<file path="config.mk">
export PLATFORM = sky130hd
export DESIGN_NAME = qcn_reaction_point_rate_control
export DESIGN_NICKNAME = d
export VERILOG_FILES = /design/src/sv/qcnrp_pkg.sv /design/src/sv/qcn_reaction_point_rate_control.sv /design/src/sv/qcnrp_gap_div.sv
export SDC_FILE = /design/constraint.sdc
export NUM_CORES = 2
export LEC_CHECK = 0
export BUFFER_PORTS_ARGS = -buffer_cell sky130_fd_sc_hd__buf_2
export CORE_MARGIN = 2
export CORE_UTILIZATION = 35
export DETAILED_ROUTE_END_ITERATION = 7
export PLACE_DENSITY = 0.6
export SETUP_SLACK_MARGIN = 0.4
export SYNTH_ARGS = -nofsm -noshare
export SYNTH_HDL_FRONTEND = slang
export SYNTH_SLANG_ARGS = --single-unit
</file>
<file path="constraint.sdc">
create_clock -name i_clk -period 19.2 [get_ports i_clk]
set_input_delay 1.92 -clock i_clk [delete_from_list [all_inputs] [get_ports i_clk]]
set_output_delay 1.92 -clock i_clk [all_outputs]
set_load 0.05 [all_outputs]
</file>
<file path="src/sv/qcnrp_pkg.sv">
// Shared types, widths, register indexes and reset values for the QCN rate controller.
`timescale 1ns / 1ps

package qcnrp_pkg;

    localparam int RATE_BITS_DEF        = 40;
    localparam int FB_FRACTION_BITS_DEF = 15;

    localparam int LINK_W     = 40;
    localparam int STEP_W     = 30;
    localparam int MIN_W      = 40;
    localparam int PPC_W      = 16;
    localparam int PB_W       = 18;
    localparam int FB_W       = 16;
    localparam int CNT_W      = 16;
    localparam int OUT_RATE_W = 40;
    localparam int GAP_W      = 37;
    localparam int NS_W       = 30;
    localparam int DVD_W      = PB_W + NS_W;
    localparam int CFG_IDX_W  = 3;

    localparam logic [NS_W-1:0] NS_PER_S   = NS_W'(1000000000);
    localparam logic [63:0]     LIMIT_RATE = 64'd1000000000000;

    localparam logic [LINK_W-1:0] LINK_RATE_RST = LINK_W'(64'd10000000000);
    localparam logic [STEP_W-1:0] RATE_STEP_RST = STEP_W'(500000);
    localparam logic [MIN_W-1:0]  MIN_RATE_RST  = MIN_W'(1000000);
    localparam logic [PPC_W-1:0]  PPC_RST       = PPC_W'(100);
    localparam logic [PB_W-1:0]   PB_RST        = PB_W'(1500 * 8);

    localparam logic [CFG_IDX_W-1:0] CFG_LINK_RATE   = 3'd0;
    localparam logic [CFG_IDX_W-1:0] CFG_RATE_STEP   = 3'd1;
    localparam logic [CFG_IDX_W-1:0] CFG_MIN_RATE    = 3'd2;
    localparam logic [CFG_IDX_W-1:0] CFG_PKT_PER_CYC = 3'd3;
    localparam logic [CFG_IDX_W-1:0] CFG_PACKET_BITS = 3'd4;

    localparam logic OP_SENT     = 1'b0;
    localparam logic OP_FEEDBACK = 1'b1;

    typedef struct packed {
        logic                   op;
        logic signed [FB_W-1:0] feedback;
    } t_in;

    typedef struct packed {
        logic [OUT_RATE_W-1:0] current_rate;
        logic [OUT_RATE_W-1:0] target_rate;
        logic [GAP_W-1:0]      gap_ns;
    } t_out;

    typedef enum logic [2:0] {
        S_IDLE,
        S_MUL,
        S_UPD1,
        S_UPD2,
        S_DSTART,
        S_DIV,
        S_OUT
    } t_state;

endpackage

</file>
<file path="src/sv/qcn_reaction_point_rate_control.sv">
// Top level of the QCN reaction-point rate controller with its sequencer and serial multipliers.
`timescale 1ns / 1ps
// An accepted request runs the serial multiply, the update states S_UPD1 and S_UPD2, the divider
// start and the divide in turn; the divide is skipped when the gap saturates or the rate is zero,
// and a waiting output holds the result in S_OUT. One request is taken at a time: an 18-step serial
// multiply and a 37-step bit-serial gap divider run in turn before the next request is taken.
// Synchronous reset loads the register defaults, sets both rates to the capped link rate
// and clears the counters; a write of the link rate does the same for the rates and counters.

module qcn_reaction_point_rate_control
    import qcnrp_pkg::*;
#(
    parameter int RATE_BITS        = RATE_BITS_DEF,
    parameter int FB_FRACTION_BITS = FB_FRACTION_BITS_DEF
) (
    input  logic                 i_clk,
    input  logic                 i_rst_n,
    input  logic                 i_in_valid,
    output logic                 o_in_stall,
    input  t_in                  i_in,
    output logic                 o_out_valid,
    input  logic                 i_out_stall,
    output t_out                 o_out,
    input  logic                 i_cfg_valid,
    output logic                 o_cfg_ready,
    input  logic [CFG_IDX_W-1:0] i_cfg_index,
    input  logic [LINK_W-1:0]    i_cfg_data
);

    localparam int PW     = RATE_BITS + FB_W;
    localparam int DW     = PW - FB_FRACTION_BITS - 1;
    localparam int MCNT_W = $clog2(PB_W + 1);
    localparam logic [63:0] ALL_ONES64 = (64'd1 << RATE_BITS) - 64'd1;
    localparam logic [63:0] CAP64 = (ALL_ONES64 < LIMIT_RATE) ? ALL_ONES64 : LIMIT_RATE;
    localparam logic [RATE_BITS-1:0] RATE_CAP = CAP64[RATE_BITS-1:0];
    localparam logic [63:0] RST64 =
        (64'(LINK_RATE_RST) > CAP64) ? CAP64 : 64'(LINK_RATE_RST);
    localparam logic [RATE_BITS-1:0] RATE_RST = RST64[RATE_BITS-1:0];

    t_state r_state;
    t_state n_state;

    logic [STEP_W-1:0]    r_step;
    logic [MIN_W-1:0]     r_min;
    logic [PPC_W-1:0]     r_ppc;
    logic [PB_W-1:0]      r_pb;

    logic [RATE_BITS-1:0] r_now;
    logic [RATE_BITS-1:0] r_goal;
    logic [CNT_W-1:0]     r_rc;
    logic [CNT_W-1:0]     r_sent;
    logic [RATE_BITS-1:0] n_now;
    logic [RATE_BITS-1:0] n_goal;
    logic [CNT_W-1:0]     n_rc;
    logic [CNT_W-1:0]     n_sent;

    logic                 r_op;
    logic                 r_neg;
    logic [MCNT_W-1:0]    r_mcnt;
    logic [FB_W-1:0]      r_fb_mul;
    logic [PW-1:0]        r_fb_mcand;
    logic [PW-1:0]        r_prod;
    logic [PB_W-1:0]      r_pb_mul;
    logic [DVD_W-1:0]     r_ns_mcand;
    logic [DVD_W-1:0]     r_dvd;
    logic [RATE_BITS-1:0] r_tmp;
    logic [RATE_BITS-1:0] n_tmp;

    logic                 r_out_valid;
    t_out                 r_out;
    t_out                 n_out;

    logic                 cfg_we;
    logic                 in_acc;
    logic                 out_load;
    logic                 div_start;
    logic                 div_done;
    logic [GAP_W-1:0]     div_quot;

    logic [FB_W-1:0]      fb_raw;
    logic [FB_W-1:0]      fb_mag;
    logic [DW-1:0]        delta;
    logic [63:0]          now64;
    logic [63:0]          delta64;
    logic [63:0]          fb_sum64;
    logic [63:0]          fb_tmp64;
    logic [63:0]          step_sum64;
    logic [63:0]          link64;
    logic [63:0]          floor64;
    logic [63:0]          fb_new64;
    logic [CNT_W-1:0]     sent_inc;
    logic                 cycle_done;
    logic [RATE_BITS:0]   mid_sum;

    assign cfg_we = i_cfg_valid && o_cfg_ready;
    assign in_acc = i_in_valid && !o_in_stall;

    assign fb_raw = i_in.feedback;
    assign fb_mag = fb_raw[FB_W-1] ? (~fb_raw + 1'b1) : fb_raw;

    // First update cycle: the new target after a recovery cycle, or the scaled rate.
    assign delta      = DW'(r_prod >> (FB_FRACTION_BITS + 1));
    assign now64      = 64'(r_now);
    assign delta64    = 64'(delta);
    assign fb_sum64   = now64 + delta64;
    assign step_sum64 = 64'(r_goal) + 64'(r_step);

    always_comb begin
        if (r_neg) begin
            fb_tmp64 = (delta64 >= now64) ? 64'd0 : (now64 - delta64);
        end else begin
            fb_tmp64 = (fb_sum64 > CAP64) ? CAP64 : fb_sum64;
        end
        if (r_op == OP_FEEDBACK) begin
            n_tmp = RATE_BITS'(fb_tmp64);
        end else begin
            n_tmp = (step_sum64 > CAP64) ? RATE_CAP : RATE_BITS'(step_sum64);
        end
    end

    // Second update cycle: counters, midpoint, floor and cap.
    assign sent_inc   = r_sent + 1'b1;
    assign cycle_done = sent_inc >= r_ppc;
    assign mid_sum    = {1'b0, r_now} + {1'b0, r_tmp};
    assign floor64    = (64'(r_tmp) < 64'(r_min)) ? 64'(r_min) : 64'(r_tmp);
    assign fb_new64   = (floor64 > CAP64) ? CAP64 : floor64;
    assign link64     = (64'(i_cfg_data) > CAP64) ? CAP64 : 64'(i_cfg_data);

    always_comb begin
        n_now  = r_now;
        n_goal = r_goal;
        n_rc   = r_rc;
        n_sent = r_sent;
        if (cfg_we && (i_cfg_index == CFG_LINK_RATE)) begin
            n_now  = RATE_BITS'(link64);
            n_goal = RATE_BITS'(link64);
            n_rc   = '0;
            n_sent = '0;
        end else if (r_state == S_UPD2) begin
            if (r_op == OP_FEEDBACK) begin
                if (r_rc != '0) begin
                    n_goal = r_now;
                end
                n_rc   = '0;
                n_sent = '0;
                n_now  = RATE_BITS'(fb_new64);
            end else if (cycle_done) begin
                if (r_rc != '1) begin
                    n_rc = r_rc + 1'b1;
                end
                n_sent = '0;
                n_goal = r_tmp;
                n_now  = mid_sum[RATE_BITS:1];
            end else begin
                n_sent = sent_inc;
            end
        end
    end

    always_comb begin
        case (r_state)
            S_IDLE:   n_state = in_acc ? S_MUL : S_IDLE;
            S_MUL:    n_state = (r_mcnt == MCNT_W'(1)) ? S_UPD1 : S_MUL;
            S_UPD1:   n_state = S_UPD2;
            S_UPD2:   n_state = S_DSTART;
            S_DSTART: n_state = S_DIV;
            S_DIV:    n_state = div_done ? S_OUT : S_DIV;
            S_OUT:    n_state = out_load ? S_IDLE : S_OUT;
            default:  n_state = S_IDLE;
        endcase
    end

    always_comb begin
        o_in_stall  = 1'b1;
        o_cfg_ready = 1'b0;
        div_start   = 1'b0;
        out_load    = 1'b0;
        case (r_state)
            S_IDLE: begin
                o_in_stall  = i_cfg_valid;
                o_cfg_ready = 1'b1;
            end
            S_DSTART: begin
                div_start = 1'b1;
            end
            S_OUT: begin
                out_load = !r_out_valid || !i_out_stall;
            end
            default: begin
                o_in_stall = 1'b1;
            end
        endcase
    end

    always_comb begin
        n_out.current_rate = OUT_RATE_W'(r_now);
        n_out.target_rate  = OUT_RATE_W'(r_goal);
        n_out.gap_ns       = div_quot;
    end

    always_ff @(posedge i_clk) begin
        if (!i_rst_n) begin
            r_state     <= S_IDLE;
            r_step      <= RATE_STEP_RST;
            r_min       <= MIN_RATE_RST;
            r_ppc       <= PPC_RST;
            r_pb        <= PB_RST;
            r_now       <= RATE_RST;
            r_goal      <= RATE_RST;
            r_rc        <= '0;
            r_sent      <= '0;
            r_mcnt      <= '0;
            r_out_valid <= 1'b0;
        end else begin
            r_state <= n_state;
            r_now   <= n_now;
            r_goal  <= n_goal;
            r_rc    <= n_rc;
            r_sent  <= n_sent;
            if (cfg_we) begin
                case (i_cfg_index)
                    CFG_RATE_STEP:   r_step <= i_cfg_data[STEP_W-1:0];
                    CFG_MIN_RATE:    r_min  <= i_cfg_data[MIN_W-1:0];
                    CFG_PKT_PER_CYC: r_ppc  <= i_cfg_data[PPC_W-1:0];
                    CFG_PACKET_BITS: r_pb   <= i_cfg_data[PB_W-1:0];
                    default:         r_step <= r_step;
                endcase
            end
            if (in_acc) begin
                r_mcnt <= MCNT_W'(PB_W);
            end else if (r_state == S_MUL) begin
                r_mcnt <= r_mcnt - 1'b1;
            end
            if (out_load) begin
                r_out_valid <= 1'b1;
            end else if (!i_out_stall) begin
                r_out_valid <= 1'b0;
            end
        end
    end

    // Two shift-add multipliers share the sequence: rate times feedback magnitude, and
    // packet bits times one billion for the gap dividend.
    always_ff @(posedge i_clk) begin
        if (in_acc) begin
            r_op       <= i_in.op;
            r_neg      <= fb_raw[FB_W-1];
            r_fb_mul   <= fb_mag;
            r_fb_mcand <= PW'(r_now);
            r_prod     <= '0;
            r_pb_mul   <= r_pb;
            r_ns_mcand <= DVD_W'(NS_PER_S);
            r_dvd      <= '0;
        end else if (r_state == S_MUL) begin
            if (r_fb_mul[0]) begin
                r_prod <= r_prod + r_fb_mcand;
            end
            if (r_pb_mul[0]) begin
                r_dvd <= r_dvd + r_ns_mcand;
            end
            r_fb_mcand <= r_fb_mcand << 1;
            r_fb_mul   <= r_fb_mul >> 1;
            r_ns_mcand <= r_ns_mcand << 1;
            r_pb_mul   <= r_pb_mul >> 1;
        end
        if (r_state == S_UPD1) begin
            r_tmp <= n_tmp;
        end
        if (out_load) begin
            r_out <= n_out;
        end
    end

    qcnrp_gap_div #(
        .RATE_BITS (RATE_BITS)
    ) u_gap_div (
        .i_clk      (i_clk),
        .i_rst_n    (i_rst_n),
        .i_start    (div_start),
        .i_dividend (r_dvd),
        .i_divisor  (r_now),
        .o_done     (div_done),
        .o_quot     (div_quot)
    );

    assign o_out_valid = r_out_valid;
    assign o_out       = r_out;

`ifndef SYNTHESIS
    a_rate_cap: assert property (@(posedge i_clk) disable iff (!i_rst_n)
        (r_now <= RATE_CAP) && (r_goal <= RATE_CAP))
        else $error("rate register above the rate cap");

    a_div_done_state: assert property (@(posedge i_clk) disable iff (!i_rst_n)
        div_done |-> (r_state == S_DIV))
        else $error("divider finished outside the divide state");

    a_fb_clears: assert property (@(posedge i_clk) disable iff (!i_rst_n)
        ((r_state == S_UPD2) && (r_op == OP_FEEDBACK)) |=> ((r_rc == '0) && (r_sent == '0)))
        else $error("feedback request did not clear the counters");
`endif

endmodule

</file>
<file path="src/sv/qcnrp_gap_div.sv">
// Bit-serial restoring divider that turns the gap dividend and the current rate into a gap.
`timescale 1ns / 1ps

module qcnrp_gap_div
    import qcnrp_pkg::*;
#(
    parameter int RATE_BITS = RATE_BITS_DEF
) (
    input  logic                 i_clk,
    input  logic                 i_rst_n,
    input  logic                 i_start,
    input  logic [DVD_W-1:0]     i_dividend,
    input  logic [RATE_BITS-1:0] i_divisor,
    output logic                 o_done,
    output logic [GAP_W-1:0]     o_quot
);

    localparam int DCNT_W = $clog2(GAP_W + 1);

    logic                 r_busy;
    logic                 r_done;
    logic [DCNT_W-1:0]    r_cnt;
    logic [RATE_BITS-1:0] r_rem;
    logic [GAP_W-1:0]     r_quo;

    logic [RATE_BITS-1:0] hi;
    logic                 bypass;
    logic [RATE_BITS:0]   trial;
    logic                 ge;
    logic [RATE_BITS-1:0] n_rem;

    // A quotient that needs more than GAP_W bits, or a zero rate, saturates at once.
    assign hi     = RATE_BITS'(i_dividend[DVD_W-1:GAP_W]);
    assign bypass = (i_divisor == '0) || (hi >= i_divisor);
    assign trial  = {r_rem, r_quo[GAP_W-1]};
    assign ge     = trial >= {1'b0, i_divisor};
    assign n_rem  = ge ? RATE_BITS'(trial - {1'b0, i_divisor}) : trial[RATE_BITS-1:0];

    always_ff @(posedge i_clk) begin
        if (!i_rst_n) begin
            r_busy <= 1'b0;
            r_done <= 1'b0;
            r_cnt  <= '0;
        end else begin
            r_done <= 1'b0;
            if (i_start) begin
                if (bypass) begin
                    r_done <= 1'b1;
                end else begin
                    r_busy <= 1'b1;
                    r_cnt  <= DCNT_W'(GAP_W);
                end
            end else if (r_busy) begin
                r_cnt <= r_cnt - 1'b1;
                if (r_cnt == DCNT_W'(1)) begin
                    r_busy <= 1'b0;
                    r_done <= 1'b1;
                end
            end
        end
    end

    always_ff @(posedge i_clk) begin
        if (i_start) begin
            if (bypass) begin
                r_quo <= '1;
            end else begin
                r_rem <= hi;
                r_quo <= i_dividend[GAP_W-1:0];
            end
        end else if (r_busy) begin
            r_rem <= n_rem;
            r_quo <= {r_quo[GAP_W-2:0], ge};
        end
    end

    assign o_done = r_done;
    assign o_quot = r_quo;

endmodule
</file>
Word-level counts from Yosys, hierarchy flattened:

Cells that the tools add are included.

* flip-flop bits (word level): 702
* input port bits: 65
* output and inout bits: 120
* logic and storage cells: 159

* add/subtract/negate cells: 12
* order comparisons: 9
* eq/ne operators: 16
* muxes and demuxes: 60
* bitwise gates (word level): 2
* reductions and logical operators: 30

Operators by type and width (number)
* $mux 40: 23
* $mux 16: 8
* $mux 37: 3
* $add 40x40->41: 2
* $gt 41x40->1 const B: 2
* $gt 40x40->1 const B: 2
* $sub 40x40->40: 2
* $add 56x56->56: 1
* $add 16x1->16 const B: 3
* $add 48x48->48: 1
* $add 40x30->41: 1
* $ge 41x40->1: 1
* $ge 11x40->1: 1
* $ge 40x40->1: 1
* $logic_not 40->1: 1
* $lt 40x40->1: 1
* $mux 18: 2
* $pmux 3 s7: 1
* $mux 6: 3
* $ge 16x16->1: 1
* $ne 16x16->1 const B: 1
* $not 16->16: 1
* $reduce_and 2->1: 8
* $reduce_bool 16->1: 1
* other kinds (23): 58

Depth between registers and ports, before layout:

* depth in word-level cells: 7
* mapped depth: 18
* gate-level depth less buffers: 17

Cells and area by module:

A second synthesis with hierarchy kept.

* cells, all modules: 5666
* area, all modules: 46517.1 µm²

Modules (own cells, without submodules)
* qcn_reaction_point_rate_control: times used 1, cells an instance 4872, area an instance 39913.3 µm², sequential area each 14503.9 µm²
* qcnrp_gap_div: times used 1, cells an instance 794, area an instance 6603.8 µm², sequential area each 2472.4 µm²

Worst setup path after synthesis:

OpenSTA, ideal clock, no wires.

* kind: input to register
* start: input i_out_stall
* end: register r_out (netlist bit o_out[0]), enable pin
* setup time: 594 ps
* data arrival time: 6957 ps
* data required time: 18606 ps
* path slack: 11649 ps
* stages: 3
* path buffers: 0
* cell sequence: nand2_1 > nand2_1 > nor2_1

* word-level cells in the longest chain between the ends: 3

Ends and longest elaborated chain
* from (decl): line qcn_reaction_point_rate_control.sv:22 `input logic i_out_stall,`
* $logic_not 1->1
* $logic_or 1x1->1: line qcn_reaction_point_rate_control.sv:187 `out_load = !r_out_valid || !i_out_stall;`
* $mux 1: line qcn_reaction_point_rate_control.sv:178 `case (r_state)`
* via out_load: line qcn_reaction_point_rate_control.sv:75 `logic out_load;`
* to (signal assigned): line qcn_reaction_point_rate_control.sv:270 `r_out <= n_out;`
* to (decl): line qcn_reaction_point_rate_control.sv:70 `t_out r_out;`

The timed path passes the listed nets, and every way through them passes these cells.
A chain may end at the register's enable or synchronous reset.

Worst setup path after layout:

* start: register r_now[0]
* end: register r_tmp[7], data pin

* word-level cells in the longest chain between the ends: 5
* elaborated cells between the ends (all ways): 8
* those cells by class: add/sub: 2; order compare: 2; mux: 4

Ends and longest elaborated chain
* from (decl): line qcn_reaction_point_rate_control.sv:48 `logic [RATE_BITS-1:0] r_now;`
* from (signal assigned): line qcn_reaction_point_rate_control.sv:216 `r_now <= n_now;`
* $add 40x40->41: line qcn_reaction_point_rate_control.sv:105 `assign fb_sum64 = now64 + delta64;`
* $gt 41x40->1: line qcn_reaction_point_rate_control.sv:112 `fb_tmp64 = (fb_sum64 > CAP64) ? CAP64 : fb_sum64;`
* $mux 40: line qcn_reaction_point_rate_control.sv:112
* $mux 40 *: line qcn_reaction_point_rate_control.sv:109 `if (r_neg) begin`
* $mux 40 *: line qcn_reaction_point_rate_control.sv:114 `if (r_op == OP_FEEDBACK) begin`
* via n_tmp[7]: line qcn_reaction_point_rate_control.sv:67 `logic [RATE_BITS-1:0] n_tmp;`
* to (signal assigned): line qcn_reaction_point_rate_control.sv:267 `r_tmp <= n_tmp;`
* to (decl): line qcn_reaction_point_rate_control.sv:66 `logic [RATE_BITS-1:0] r_tmp;`

The timed path passes the listed nets; every way through them passes the cells marked *.

==> impl_metrics.csv <==
group,metric,value,unit
run_status,outcome,"finished clean",
synthesis,yosys.cell_types.count,110,
cts,clk_pin_slew,0.06,ns
cts,cts_tree,"yes",
min_path,whs_endpoint,"o_out[29]$_DFFE_PP_",
global_routing,met2_usage,0.352,
worst_setup_path,cp_max_fo,10,
timing,worst_slew_pin_slew,1.18,ns
layout,area_growth,12.2,%
synthesis,yosys.area_share.simple,0.188,
run,cap_violations,0,
worst_setup_path,cpPeakStageDelay,0.74,ns
synthesis,synth_compound_area_frac,0.230,
drt,first_pass_iters,6,
timing,fmax,171,MHz
placement,dpl.hpwl,117000,µm
timing,period_share,0.304,
global_routing,first_global_vias,38383,
layout,diodes,0,
worst_setup_path,cp_top_family,"simple AND/OR/NAND/NOR gates",
timing,fin_crit,5.83,ns
global_routing,grt_usage,0.228,
cts,cts-root-buf,"clkbuf_16",
min_path,whs_path_depth,0,
floorplan,initial_core_util,0.352,
synthesis,ys.flop_type,"dfxtp_1",
drt,drt_iter0_drc,4082,
layout,drive_gt1_frac,0.0844,
power,power_frac_comb,0.258,
synthesis,synthMuxAreaShare,0.0163,
global_routing,grt_pass1_wl,235000,µm
global_routing,grt_overflow_total,0,
synthesis,synth_top_family_by_area,"compound AO/OA/AOI/OAI gates",
worst_setup_path,r2r_start,"r_now[0]$_SDFFE_PN0P_",
floorplan,die_y,365,µm
drt,viasPerCell,5.63,
cts,clk_latency,0.74,ns
layout,finalNetCount,5958,
worst_setup_path,start_kind,"flop",
placement,placed_area,48300,µm²
worst_setup_path,cp.arrival,6.35,ns
cts,cts_resized,0,
worst_setup_path,crit_required,19.72,ns
floorplan,rows,132,
timing,rsz0062_at_grt,"false",
timing,hold_viol,0,
floorplan,io_pins,185,
synthesis,syn_nets,5879,
global_routing,grtUsageMet3,0.0417,
drt,ant_nets,0,
synthesis,synthCells,5451,
drt,drcViolationCount,0,
min_path,hold_path.class,"reg2reg",
drt,vias,41350,
worst_setup_path,crit_path_cell_trace,"inv_1 > ha_1 > inv_1 > fa_1 > a21oi_1 > o21ai_0 > a221o_1 > a2bb2oi_1 > o311a_1 > o21a_1 > and3_1 > nor3_2 > and2_1 > nand2_1 > or3_1 > o311a_1 > o221ai_1",
layout,final_cell_count_no_fill,7345,
drt,routed_wl,157000,µm
drt,wl_per_cell,21.4,µm
power,irDropWorstVdd,0.0674,mV
placement,numPortBuffers,184,
timing,skew,0.0640,ns
floorplan,chipWidth,365,µm
global_routing,met1_usage,0.321,
power,p_sw,1.52,mW
timing,slew_headroom,0.213,
synthesis,ys_warn_count,0,
worst_setup_path,cp_slowest_cell,"nor3_2",
timing,setup_viol,0,
synthesis,syn_area_per_cell,8.37,µm²
power,p_clk_frac,0.364,
worst_setup_path,r2r_cells,17,
worst_setup_path,crit_buf_inv,2,
floorplan,coreArea,129000,µm²
power,powerDensity,88.8,nW/µm²
power,switching_share,0.334,
min_path,min_from,"u_gap_div.o_quot[29]$_DFFE_PN_",
timing,finalSetupTns,0,ns
cts,cts.sinks,693,
layout,final_common_cell,"nand2_1",
worst_setup_path,crit_path_end_kind,"flop",
power,finalPower,4.54,mW
worst_setup_path,crit_type,"reg2reg",
placement,dp_cells,7185,
floorplan,die_area,133000,µm²
placement,gp_congestion,0.986,
global_routing,grt_max_degree,94,
layout,fillCellCount,13285,
synthesis,ys_ff_latch,693,
power,p_int,3.03,mW
cts,numCtsBuffers,85,
cts,post_cts_buffers,0,
timing,slew_viol_final,0,
synthesis,synth_seq_area_share,0.372,
power,p_seq_frac,0.378,
layout,final_cell_area,51200,µm²
synthesis,synthAdderAreaFrac,0.101,
synthesis,synth-xor-area-share,0.0503,
cts,cts_hold_buf,0,
global_routing,grt_antenna_before_repair,3,
synthesis,synth_edf_count,310,
cts,clockBufferDepth,3,
timing,hold_ws,0.452,ns
power,p_leak,20.6,nW
cts,htreeDepth,3,
layout,mostFrequentLayoutCells,"890 x nand2_1, 621 x a21oi_1, 383 x dfxtp_1",
worst_setup_path,rrSetupSlack,13.37,ns
synthesis,async_reset_ff_frac,0,
worst_setup_path,regToRegEndpoint,"r_tmp[7]$_DFFE_PP_",
global_routing,grt.busiest_layer,"met2",
synthesis,netlist_area,45600,µm²
[power groups by stage]
stage / Clock [mW] / Sequential (mW) / Combinational (mW)
floorplan: 0 / 1.72 / 0.861
global placement: 0 / 1.74 / 1.15
detailed placement: 0 / 1.75 / 1.15
CTS: 1.69 / 1.71 / 1.15
global route: 1.75 / 1.73 / 1.29
finish: 1.65 / 1.72 / 1.17
[layout make-up]
cell class / count / area (µm²) / share of cell area
Clock buffer: 124 / 2400 / 0.0469
Multi-Input combinational cell: 4261 / 26800 / 0.525
Tap cell: 1742 / 2180 / 0.0426
Inverter: 247 / 932 / 0.0182
Timing Repair Buffer: 242 / 1360 / 0.0266
Clock inverter: 36 / 467 / 0.00912
Sequential cell: 693 / 17000 / 0.332
[flip-flops by register name, indices dropped and copies added, names as in the netlist, 30 cells and up]
register and flops:
r_goal 40, r_now 40, r_dvd 39, o_out 117, u_gap_div.r_rem 40, r_step 30, r_tmp 40, r_ns_mcand 39
r_fb_mcand 56, r_prod 56, r_min 40, u_gap_div.o_quot 37
[cell families (layout without fill, tap and decap cells)]
| kind of cell | Yosys count | after routing |
|---|---|---|
| muxes | 73 | 73 |
| and+or+nand+nor | 1885 | 1885 |
| DFF | 693 | 693 |
| AOI/OAI and AO/OA | 1678 | 1678 |
| xor gates and xnor gates | 262 | 262 |
| buffers and inverters | 497 | 649 |
| adders and majority gates | 363 | 363 |
[stage by stage]
stage          utilization  worst slack [ns]
2_1_floorplan            -             11.65
3_3_place_gp         0.373             13.47
3_5_place_dp         0.373             13.50
4_1_cts              0.395             13.48
5_1_grt              0.395             13.13
6_report             0.395             13.37
[synthesized netlist by cell type, types with 25 or more instances]
master / n / share of area
nand2_1: 894 / 0.074
a21oi_1: 623 / 0.068
dfxtp_1: 383 / 0.17
nor2_1: 360 / 0.030
ha_1: 356 / 0.098
o21ai_0: 356 / 0.039
edfxtp_1: 310 / 0.20
inv_1: 242 / 0.020
clkbuf_1: 220 / 0.018
xnor2_1: 171 / 0.033
a21o_1: 166 / 0.027
nand3_1: 128 / 0.014
xor2_1: 91 / 0.017
nor3_1: 81 / 0.0089
and3_1: 64 / 0.0088
mux2i_1: 64 / 0.014
a211oi_1: 54 / 0.0089
nand4_1: 50 / 0.0069
nand2b_1: 47 / 0.0064
nor4_1: 46 / 0.0063
a31oi_1: 45 / 0.0062
nor2b_1: 44 / 0.0060
o211ai_1: 44 / 0.0072
o21bai_1: 40 / 0.0066
o21a_1: 37 / 0.0061
or3_1: 34 / 0.0047
and2_1: 31 / 0.0043
o221ai_1: 30 / 0.0058
o31ai_1: 29 / 0.0048
o22ai_1: 25 / 0.0034
[worst reg2reg max path: stages, from the launching register on]
cell and delay (ns):
dfxtp_1 0.56, inv_1 0.11, ha_1 0.23, inv_1 0.07, fa_1 0.27, a21oi_1 0.10
o21ai_0 0.48, a221o_1 0.40, a2bb2oi_1 0.23, o311a_1 0.40, o21a_1 0.25, and3_1 0.20
nor3_2 0.74, and2_1 0.54, nand2_1 0.40, or3_1 0.48, o311a_1 0.13, o221ai_1 0.08
[routing by layer]
layer | routed length [µm] | share of wire
met1 | 71900 | 0.46
met3 | 11600 | 0.074
met4 | 4490 | 0.029
met5 | 0 | 0
met2 | 68900 | 0.44
[worst max-delay path by stage]
stage	from	to	slack (ns)	depth (start not counted)
2_1_floorplan	i_out_stall	o_out[0]$_DFFE_PP_	11.65	3
3_3_place_gp	r_now[0]$_SDFFE_PN0P_	r_tmp[7]$_DFFE_PP_	13.47	17
3_5_place_dp	r_now[0]$_SDFFE_PN0P_	r_tmp[7]$_DFFE_PP_	13.50	17
4_1_cts	r_now[0]$_SDFFE_PN0P_	r_tmp[7]$_DFFE_PP_	13.48	17
5_1_grt	r_now[0]$_SDFFE_PN0P_	r_tmp[7]$_DFFE_PP_	13.13	17
6_report	r_now[0]$_SDFFE_PN0P_	r_tmp[7]$_DFFE_PP_	13.37	17
Note: power is estimated with default switching activity, not from simulation.
